### src/hw/rtl/serial_command_framer_xor_core_defines.svh
// Assertion macros used by the framer sequencer (scfx_seq).
`ifndef SERIAL_COMMAND_FRAMER_XOR_CORE_DEFINES_SVH
`define SERIAL_COMMAND_FRAMER_XOR_CORE_DEFINES_SVH

// a implies c in the same cycle
`define SCFX_ASSERT_SAME(label, a, c, msg) \
   label: assert property (@(posedge clock) disable iff (reset) (a) |-> (c)) \
      else $error(msg);

// a implies c in the next cycle
`define SCFX_ASSERT_NEXT(label, a, c, msg) \
   label: assert property (@(posedge clock) disable iff (reset) (a) |=> (c)) \
      else $error(msg);

`endif

### src/hw/rtl/scfx_pkg.sv
package scfx_pkg;

   localparam int STEP_W = 4;
   localparam logic [STEP_W-1:0] HDR_LEN  = 4'd10;
   localparam logic [STEP_W-1:0] HDR_LAST = 4'd9;
   localparam logic [STEP_W-1:0] STEP_MAX = 4'd11;

   localparam logic [7:0] SYNC_BYTE = 8'h71;
   localparam logic [7:0] VER_BYTE  = 8'h01;
   localparam logic [7:0] FILL_BYTE = 8'hFF;
   localparam logic [7:0] PAD_BYTE  = 8'h00;

   typedef struct packed {
      logic        start_req;
      logic [15:0] command_word;
      logic [15:0] endpoint;
      logic [7:0]  payload_len;
      logic        has_byte;
      logic [7:0]  payload_byte;
   } scfx_req_type;

   typedef struct packed {
      logic [7:0] out_byte;
      logic       frame_end;
      logic       run_last;
      logic       seq_error;
   } scfx_rsp_type;

   function automatic logic [7:0] hdr_byte(input logic [STEP_W-1:0] idx,
                                           input logic [15:0] cmd,
                                           input logic [15:0] ep,
                                           input logic [7:0] len);
      logic [7:0] b;
      case (idx)
         4'd0:    b = SYNC_BYTE;
         4'd1:    b = VER_BYTE;
         4'd2:    b = cmd[15:8];
         4'd3:    b = cmd[7:0];
         4'd4:    b = FILL_BYTE;
         4'd5:    b = FILL_BYTE;
         4'd6:    b = ep[15:8];
         4'd7:    b = ep[7:0];
         4'd8:    b = PAD_BYTE;
         4'd9:    b = len;
         default: b = PAD_BYTE;
      endcase
      return b;
   endfunction

endpackage

### src/hw/rtl/serial_command_framer_xor_core.sv
// An accepted item is registered in the input holding register, each result in the output register.
// Throughput: one result byte per cycle unless the output register stalls; a start item yields
// 10 to 12 result bytes (one per header, payload and check byte), a payload item 1 or 2.
// An item with no result retires without waiting on the output register. The holding
// register and sequencer set the rate; a result held with rsp_tready low stalls the sequencer.
// Reset (synchronous, active high) closes any open frame and empties both stages.
module serial_command_framer_xor_core
   import scfx_pkg::*;
(
   input  logic        clock,
   input  logic        reset,
   input  logic        req_tvalid,
   output logic        req_tready,
   // command_word[15:0], endpoint[31:16], payload_len[39:32], payload_byte[47:40]
   input  logic [47:0] req_tdata,
   // start_req[0], has_byte[1]
   input  logic [1:0]  req_tuser,
   output logic        rsp_tvalid,
   input  logic        rsp_tready,
   // out_byte[7:0]
   output logic [7:0]  rsp_tdata,
   // frame_end[0], seq_error[1]
   output logic [1:0]  rsp_tuser,
   output logic        rsp_tlast
);

   scfx_req_type req_item;
   scfx_rsp_type emit_item;
   scfx_rsp_type rsp_item;
   logic         emit;
   logic         out_ok;

   always_comb begin
      req_item.start_req    = req_tuser[0];
      req_item.command_word = req_tdata[15:0];
      req_item.endpoint     = req_tdata[31:16];
      req_item.payload_len  = req_tdata[39:32];
      req_item.has_byte     = req_tuser[1];
      req_item.payload_byte = req_tdata[47:40];
   end

   scfx_seq u_seq (
      .clock     (clock),
      .reset     (reset),
      .in_valid  (req_tvalid),
      .in_ready  (req_tready),
      .in_item   (req_item),
      .out_ok    (out_ok),
      .emit      (emit),
      .emit_item (emit_item)
   );

   scfx_out_reg u_out (
      .clock     (clock),
      .reset     (reset),
      .load      (emit),
      .load_item (emit_item),
      .load_ok   (out_ok),
      .out_valid (rsp_tvalid),
      .out_ready (rsp_tready),
      .out_item  (rsp_item)
   );

   assign rsp_tdata = rsp_item.out_byte;
   assign rsp_tuser = {rsp_item.seq_error, rsp_item.frame_end};
   assign rsp_tlast = rsp_item.run_last;

endmodule

### src/hw/rtl/scfx_seq.sv
`include "serial_command_framer_xor_core_defines.svh"

module scfx_seq
   import scfx_pkg::*;
(
   input  logic         clock,
   input  logic         reset,
   input  logic         in_valid,
   output logic         in_ready,
   input  scfx_req_type in_item,
   input  logic         out_ok,
   output logic         emit,
   output scfx_rsp_type emit_item
);

   typedef enum logic [2:0] {
      KIND_NONE,
      KIND_HDR,
      KIND_DATA,
      KIND_CHECK,
      KIND_ERR
   } kind_type;

   logic                hold_valid_ff, hold_valid_in;
   scfx_req_type        item_ff, item_in;
   logic [STEP_W-1:0]   step_ff, step_in;
   logic                open_ff, open_in;
   logic [7:0]          left_ff, left_in;
   logic [7:0]          xor_ff, xor_in;

   kind_type            kind;
   logic [STEP_W-1:0]   tail;
   logic [7:0]          hb;
   logic                last;
   logic                done;
   logic                accept;
   logic                check_emit;
   logic                err_emit;

   assign hb   = hdr_byte(step_ff, item_ff.command_word, item_ff.endpoint,
                          item_ff.payload_len);
   assign tail = item_ff.start_req ? step_ff - HDR_LEN : step_ff;

   always_comb begin
      kind = KIND_NONE;
      last = 1'b1;
      if (!item_ff.start_req && !item_ff.has_byte) begin
         kind = KIND_NONE;
      end else if (item_ff.start_req && step_ff < HDR_LEN) begin
         kind = KIND_HDR;
         last = (step_ff == HDR_LAST) && (item_ff.payload_len != 8'd0)
                && !item_ff.has_byte;
      end else if (tail == '0) begin
         if (item_ff.start_req) begin
            kind = (left_ff == 8'd0) ? KIND_CHECK : KIND_DATA;
         end else begin
            kind = (open_ff && left_ff != 8'd0) ? KIND_DATA : KIND_ERR;
         end
         if (kind == KIND_DATA) begin
            last = (left_ff != 8'd1);
         end
      end else begin
         kind = KIND_CHECK;
      end
   end

   always_comb begin
      emit_item = '0;
      emit_item.run_last = last;
      case (kind)
         KIND_HDR:   emit_item.out_byte = hb;
         KIND_DATA:  emit_item.out_byte = item_ff.payload_byte;
         KIND_CHECK: begin
            emit_item.out_byte  = xor_ff;
            emit_item.frame_end = 1'b1;
         end
         KIND_ERR:   emit_item.seq_error = 1'b1;
         default:    emit_item = '0;
      endcase
   end

   assign emit     = hold_valid_ff && (kind != KIND_NONE) && out_ok;
   assign done     = hold_valid_ff && ((kind == KIND_NONE) || (emit && last));
   assign in_ready = !hold_valid_ff || done;
   assign accept   = in_valid && in_ready;

   always_comb begin
      hold_valid_in = hold_valid_ff;
      item_in       = item_ff;
      step_in       = step_ff;
      open_in       = open_ff;
      left_in       = left_ff;
      xor_in        = xor_ff;
      if (accept) begin
         hold_valid_in = 1'b1;
         item_in       = in_item;
         step_in       = '0;
      end else if (done) begin
         hold_valid_in = 1'b0;
         step_in       = '0;
      end else if (emit) begin
         step_in = step_ff + 4'd1;
      end
      if (emit) begin
         case (kind)
            KIND_HDR: begin
               xor_in = ((step_ff == '0) ? 8'd0 : xor_ff) ^ hb;
               if (step_ff == HDR_LAST) begin
                  left_in = item_ff.payload_len;
                  open_in = (item_ff.payload_len != 8'd0);
               end
            end
            KIND_DATA: begin
               xor_in  = xor_ff ^ item_ff.payload_byte;
               left_in = left_ff - 8'd1;
            end
            KIND_CHECK: begin
               open_in = 1'b0;
               xor_in  = 8'd0;
            end
            default: ;
         endcase
      end
   end

   always_ff @(posedge clock) begin
      if (reset) begin
         hold_valid_ff <= 1'b0;
         step_ff       <= '0;
         open_ff       <= 1'b0;
         left_ff       <= 8'd0;
         xor_ff        <= 8'd0;
      end else begin
         hold_valid_ff <= hold_valid_in;
         step_ff       <= step_in;
         open_ff       <= open_in;
         left_ff       <= left_in;
         xor_ff        <= xor_in;
      end
   end

   always_ff @(posedge clock) begin
      item_ff <= item_in;
   end

   assign check_emit = emit && (kind == KIND_CHECK);
   assign err_emit   = emit && (kind == KIND_ERR);

   `SCFX_ASSERT_SAME(a_emit_held, emit, hold_valid_ff, "emit without held item")
   `SCFX_ASSERT_SAME(a_step_range, hold_valid_ff, step_ff <= STEP_MAX, "step overrun")
   `SCFX_ASSERT_NEXT(a_check_clears, check_emit, !open_ff && xor_ff == 8'd0, "frame left open")
   `SCFX_ASSERT_SAME(a_err_alone, err_emit, step_ff == '0 && last, "error result not single")

endmodule

### src/hw/rtl/scfx_out_reg.sv
module scfx_out_reg
   import scfx_pkg::*;
(
   input  logic         clock,
   input  logic         reset,
   input  logic         load,
   input  scfx_rsp_type load_item,
   output logic         load_ok,
   output logic         out_valid,
   input  logic         out_ready,
   output scfx_rsp_type out_item
);

   logic         valid_ff, valid_in;
   scfx_rsp_type data_ff, data_in;

   assign load_ok = !valid_ff || out_ready;

   always_comb begin
      valid_in = valid_ff;
      data_in  = data_ff;
      if (load) begin
         valid_in = 1'b1;
         data_in  = load_item;
      end else if (out_ready) begin
         valid_in = 1'b0;
      end
   end

   always_ff @(posedge clock) begin
      if (reset) begin
         valid_ff <= 1'b0;
      end else begin
         valid_ff <= valid_in;
      end
   end

   always_ff @(posedge clock) begin
      data_ff <= data_in;
   end

   assign out_valid = valid_ff;
   assign out_item  = data_ff;

endmodule
### config.mk
export PLATFORM = sky130hd
export DESIGN_NAME = serial_command_framer_xor_core
export DESIGN_NICKNAME = d
export VERILOG_FILES = /design/src/hw/rtl/scfx_pkg.sv /design/src/hw/rtl/serial_command_framer_xor_core.sv /design/src/hw/rtl/scfx_seq.sv /design/src/hw/rtl/scfx_out_reg.sv
export VERILOG_INCLUDE_DIRS = /design/src /design/src/hw/rtl
export SDC_FILE = /design/constraint.sdc
export NUM_CORES = 1
export LEC_CHECK = 0
export BUFFER_PORTS_ARGS = -buffer_cell sky130_fd_sc_hd__buf_2
export CORE_ASPECT_RATIO = 0.7
export CORE_MARGIN = 3
export CORE_UTILIZATION = 30
export CTS_BUF_LIST = sky130_fd_sc_hd__clkbuf_4 sky130_fd_sc_hd__clkbuf_8
export DETAILED_ROUTE_END_ITERATION = 12
export HOLD_SLACK_MARGIN = 0.08
export SLEW_MARGIN = 20
export SYNTH_ARGS = -nofsm -noshare
export SYNTH_HDL_FRONTEND = slang
export SYNTH_SLANG_ARGS = --single-unit
export TNS_END_PERCENT = 10
### constraint.sdc
create_clock -name clock -period 5.3 [get_ports clock]
set_clock_uncertainty 0.15 [all_clocks]
set_input_delay 0.265 -clock clock [delete_from_list [all_inputs] [get_ports clock]]
set_output_delay 0.265 -clock clock [all_outputs]
set_load 0.02 [all_outputs]
Yosys cells after proc, flatten, opt, wreduce, memory -nomap -nowiden:

Index checks and enable logic that the tools add are counted.

* bits in registers: 84
* bits of input ports: 54
* word-level logic and storage cells: 100
* output and inout bits: 13

* reduce and logical (&&, ||, !) cells: 35
* multiplexer cells: 28
* bitwise logic cells: 2
* order comparisons: 1
* add/sub/neg operators: 3
* eq/ne operators: 15

Operator list (number)
* $pmux W8 S8: 1
* $pmux W8 S3: 2
* $mux W3: 8
* $eq A4 B3 Y1 const B: 4
* $mux W8: 2
* $pmux W8 S2: 1
* $reduce_bool A8 Y1: 2
* $xor A8 B8 Y8: 2
* $mux W1: 12
* $logic_and A1 B1 Y1: 10
* $eq A3 B2 Y1 const B: 3
* $eq A4 B2 Y1 const B: 2
* $logic_not A4 Y1: 2
* $logic_not A8 Y1: 1
* $ne A8 B1 Y1 const B: 1
* $reduce_bool A2 Y1: 4
* $sub A8 B1 Y8 const B: 1
* $reduce_and A3 Y1: 2
* $reduce_bool A3 Y1: 2
* $add A4 B1 Y4 const B: 1
* $eq A4 B1 Y1 const B: 1
* $eq A4 B4 Y1 const B: 1
* $logic_not A1 Y1: 4
* $lt A4 B4 Y1 const B: 1
* 12 further kinds: 14

Depth between registers and ports, before layout:

* word-level depth: 19
* gate-level depth with buffers: 13
* mapped depth without buffers: 8

Cells and area by module:

A second synthesis with hierarchy kept.

* cells, all modules: 371
* area, all modules: 4185.3 µm²

By module, submodules not included
* scfx_seq: area an instance 3808.7 µm², sequential area each 1941.9 µm², cells an instance 356, instances 1
* scfx_out_reg: area an instance 376.6 µm², sequential area each 350.3 µm², cells an instance 15, instances 1

Worst setup path before layout:

No wires, ideal clock.

* kind: register to register
* from: register u_seq.step_ff[2]
* to: register u_seq.item_ff[0] in the netlist's numbering (enable)
* cell stages (with the launch flop): 11
* setup slack: 1.473 ns
* clock period less this slack: 3.827 ns
* buffers on the path: 3
* data required time: 4.737 ns
* setup time: 0.413 ns
* arrival time: 3.264 ns
* cell sequence: dfxtp_1 -> buf_4 -> clkbuf_1 -> buf_1 -> inv_1 -> ha_1 -> o211ai_1 -> nand2_1 -> nand4b_1 -> a31o_2 -> and2_1

* word-level cells in the longest chain between the ends: 14
* elaborated cells between the ends (all ways): 23
* those cells by class: add/sub (1); order compare (1); eq/ne (1); mux (7); reduce/logical (13)

RTL lines
* from (decl): line scfx_seq.sv:26 `logic [STEP_W-1:0] step_ff, step_in;`
* from (signal assigned): line scfx_seq.sv:135 `step_ff <= step_in;`
* $sub A4 B4 Y4: line scfx_seq.sv:42 `assign tail = item_ff.start_req ? step_ff - HDR_LEN : step_ff;`
* $mux W4: line scfx_seq.sv:42
* $logic_not A4 Y1: line scfx_seq.sv:53 `end else if (tail == '0) begin`
* $mux W3: line scfx_seq.sv:53
* $mux W3: line scfx_seq.sv:49 `end else if (item_ff.start_req && step_ff < HDR_LEN) begin`
* $mux W3: line scfx_seq.sv:47 `if (!item_ff.start_req && !item_ff.has_byte) begin`
* $reduce_bool A3 Y1: line scfx_seq.sv:82 `assign emit = hold_valid_ff && (kind != KIND_NONE) && out_ok;`
* $logic_and A1 B1 Y1 (2 in a row): line scfx_seq.sv:82
* $logic_and A1 B1 Y1: line scfx_seq.sv:83 `assign done = hold_valid_ff && ((kind == KIND_NONE) || (emit && last));`
* $logic_or A1 B1 Y1 *: line scfx_seq.sv:83
* $logic_and A1 B1 Y1 *: line scfx_seq.sv:83
* $logic_or A1 B1 Y1 *: line scfx_seq.sv:84 `assign in_ready = !hold_valid_ff || done;`
* named net req_tready: line serial_command_framer_xor_core.sv:13 `output logic req_tready,`
* $logic_and A1 B1 Y1 *: line scfx_seq.sv:85 `assign accept = in_valid && in_ready;`
* named net u_seq.accept: line scfx_seq.sv:36 `logic accept;`
* to (signal assigned): line scfx_seq.sv:143 `item_ff <= item_in;`
* to (decl): line scfx_seq.sv:25 `scfx_req_type item_ff, item_in;`

The timed path passes the listed nets; every way through them passes the cells marked *.
A chain may end at the register's enable or synchronous reset.

Worst setup path in the final report:

* from: register u_seq.step_ff[3]
* to: register u_seq.left_ff[6]

* word-level cells in the longest chain between the ends: 10
* elaborated cells between the ends (all ways): 18
* those cells by class: add/sub (1); order compare (1); eq/ne (4); mux (5); reduce/logical (7)

RTL lines
* branches (longest 10 deep; another with $sub A4 B4 Y4)
* to (signal assigned): line scfx_seq.sv:137 `left_ff <= left_in;`
* to (decl): line scfx_seq.sv:28 `logic [7:0] left_ff, left_in;`

Several ways; the timed one is not identified.

==> qor.txt <==
Outcome: complete, no violations
Top_reg_cell synth: edfxtp_1
GR Util All Layers: 0.1537
Die Span X: 147.3 microns
Vias in the first global route: 3,499
Cell count of the worst reg-to-reg path: 6
Yosys cell types: 70
Wire per inst: 17.14 microns
Clock Sinks: 84
Final worst slack: 2167 ps
Crit Path Class: flip-flop to flip-flop
Initial drt markers: 331
Final Hold Fails: 0
Async set-reset flop share out of synthesis: 0
Layout cell share with drive strength beyond 1: 0.2012
Ant. Diodes: 0
Clk_lat worst skew: 370 ps
Rel. slew slack: 0.3754
Syn_area_per_cell: 11.22 sq um
Worst Path Max Fanout: 18
EDFF count, synth: 61
Dpl ws: 1965 ps
Post-CTS Setup Inserts: 0
Period Utilization, post-route: 0.5912
Multiplexer share of the synthesized area: 0.03221
Initial DRT Pass Iterations: 5
Worst VDD drop: 0.1391 mV
Worst reg2reg path endpoint: u_seq.left_ff[6]
Remaining antenna violation count: 0
CP peak stage delay: 770 ps
Port-buffer cells: 66
FF-to-FF Start: u_seq.step_ff[3]
Nature of the critical path startpoint: flip-flop
Hold wc startpoint: rsp_tready
FF+latch area: 0.002292 sq mm
CP delay by family, top: simple AND/OR/NAND/NOR gates
I/O pin cnt: 67
Hold_buf cts: 51
Cell with the most instances after synthesis: edfxtp_1
Fmax: 319.2 MHz
Post-synth top area share: 0.4366
Row count: 35
Largest net degree at the start of global routing: 51
# resized after CTS: 0
Layout area overhead: 29.32%
GPL Wtd Cong: 0.8376
Slew @ Worst Pin: 934.9 ps
First-pass GRT wire length: 18,710 microns
Setup TNS: 0 ps
Fill cells: 1,327
Multi-input logic area: 0.001765 sq mm
Synth area leaders: edfxtp_1 44%, dfxtp_1 11%, a21oi_1 3.1%
Largest family of logic cells by synthesized area: compound AO/OA/AOI/OAI gates
Clock Tree Buf Depth: 2
Die Y: 104.9 microns
Most instantiated cells after synthesis: 61 x edfxtp_1, 30 x nand2_1, 26 x a21oi_1
Syn_nets: 436
YS warnings: 0
CTS tree: yes
Final min period: 3133 ps
Post-Synth Adder-Cell Area: 0.02386
Largest area contributor in the netlist: edfxtp_1
Setup crit end kind: flip-flop
Synthesized instance count: 374
WP buf/inv: 0
Setup-failing EPs final: 0
Reg2reg setup slack: 2170 ps
Crit-path cells: nor2_1 -> nor4b_4 -> a211oi_4 -> nand3_4 -> or4_1 -> a31oi_1
Total congestion overflow: 0
Drt via density: 5.058
Post-synthesis sequential area ratio: 0.5464
Via count: 3,399
Post-synthesis compound-gate area fraction: 0.1888
Simple-Gate Fraction of Synth Area: 0.1628
Num CTS Buffers: 9
Hold Path End: u_out.out_valid
Initial antenna violation count: 0
Critical path data arrival time: 3280 ps
Post-detail-place hpwl: 7975 microns
Initial Util: 0.3131
Core area: 0.01340 sq mm
Worst hold path class: primary input to flip-flop
Final Max Tran Viols: 0
Synthesized cell area: 0.004195 sq mm
Post-Route WL: 11,520 microns
Leakage: 1.929 nW
Critical path's slowest cell: dfxtp_1
Number of remaining DRC errors: 0
Hold path depth: 3
Htree depth: 3
Total of max-cap violations: 0
Die area: 0.01546 sq mm
CTS root buffer: clkbuf_8
RSZ-0062 raised after global routing: false
Fin util: 0.4049
Layout Nets: 544
XOR/XNOR Fraction of Synth Area: 0.01253
Pwr dens: 272.7 mW/mm^2
Critical Path RT: 5440 ps
Clock Pin Slew Worst Setup and Hold Paths: 80 ps
Synthesized flop and latch total: 84
==> cells by family (layout without fill, tap and decap cells) <==
| group | count (synthesis) | in the layout |
|---|---|---|
| mux | 13 | 13 |
| fa+ha+maj | 8 | 8 |
| buf+inv | 33 | 146 |
| flops | 84 | 84 |
| xor+xnor | 6 | 6 |
| compound gates | 110 | 110 |
| simple gates | 120 | 120 |
==> metrics by stage <==
| stage | cell area, sq um | hold slack (ps) | total power [mW] | instances |
|---|---|---|---|---|
| 3_5_place_dp | 4674 | 293.1 | 0.9176 | 605 |
| 3_3_place_gp | 4674 | 291.6 | 0.9134 | 605 |
| 6_report | 5425 | 141.0 | 1.479 | 672 |
| 4_1_cts | 5424 | 121.9 | 1.495 | 672 |
| 2_1_floorplan | 4195 | 213.9 | 0.8637 | 374 |
| 5_1_grt | 5425 | 142.4 | 1.541 | 672 |
==> layer usage <==
layer  track usage  up-vias  wire length [microns]
li1              -     1660                      -
met5             0        -                      0
met4       0.04122        0                     57
met2        0.2165      120                   4976
met3       0.05332        9                   1025
met1        0.2238     1610                   5457
==> report_power, final <==
group	total (mW)	switching [mW]	internal, mW
Combinational	0.166	0.0905	0.0759
Sequential	0.766	0.0205	0.745
Clock	0.547	0.236	0.311
==> worst reg2reg max path: cells and delay by family (launching register included) <==
family             cells  cell delay, ps
and+or+nand+nor        4            1230
AOI/OAI and AO/OA      2             910
DFF                    1             770
==> cells in the final DEF (no fill, tap or decap), types with 5 or more instances in the layout <==
cell,n
o22ai_1,8
edfxtp_1,61
nor2b_1,11
a21oi_1,26
dfxtp_1,23
clkbuf_8,9
o21a_1,5
or3_1,6
o21ai_1,6
inv_1,11
a31oi_1,8
buf_2,66
nor2_1,20
mux2i_1,9
nand3_1,10
ha_1,8
or4_1,5
dlygate4sd3_1,51
a22oi_1,6
nand2_1,30
==> worst max path at each step <==
stage                     startpoint           endpoint  slack, ps  cells after the start
floorplan           u_seq.step_ff[2]   u_seq.item_ff[0]       1470                     10
global placement    u_seq.step_ff[1]  u_seq.item_ff[14]       2150                      6
detailed placement  u_seq.step_ff[1]  u_seq.item_ff[12]       1970                      6
CTS                 u_seq.step_ff[1]   u_seq.item_ff[7]       1950                      6
global route        u_seq.step_ff[3]   u_seq.left_ff[6]       1950                      6
finish              u_seq.step_ff[3]   u_seq.left_ff[6]       2170                      6
==> cell type report <==
type,instances,share of cell area
Timing Repair Buffer,119,0.1577
Tap cell,185,0.04267
Sequential cell,84,0.4225
Multi-Input combinational cell,257,0.3254
Clock buffer,9,0.02283
Clock inverter,7,0.02122
Inverter,11,0.007611
==> state kept, by name, indices dropped and copies added, names as in the netlist <==
name and count:
u_seq.item_ff 50, u_out.out_item 11, u_seq.left_ff 8, u_seq.xor_ff 8
u_seq.step_ff 4, u_out.out_valid 1, u_seq.hold_valid_ff 1, u_seq.open_ff 1
(Power assumes the default switching activity.)
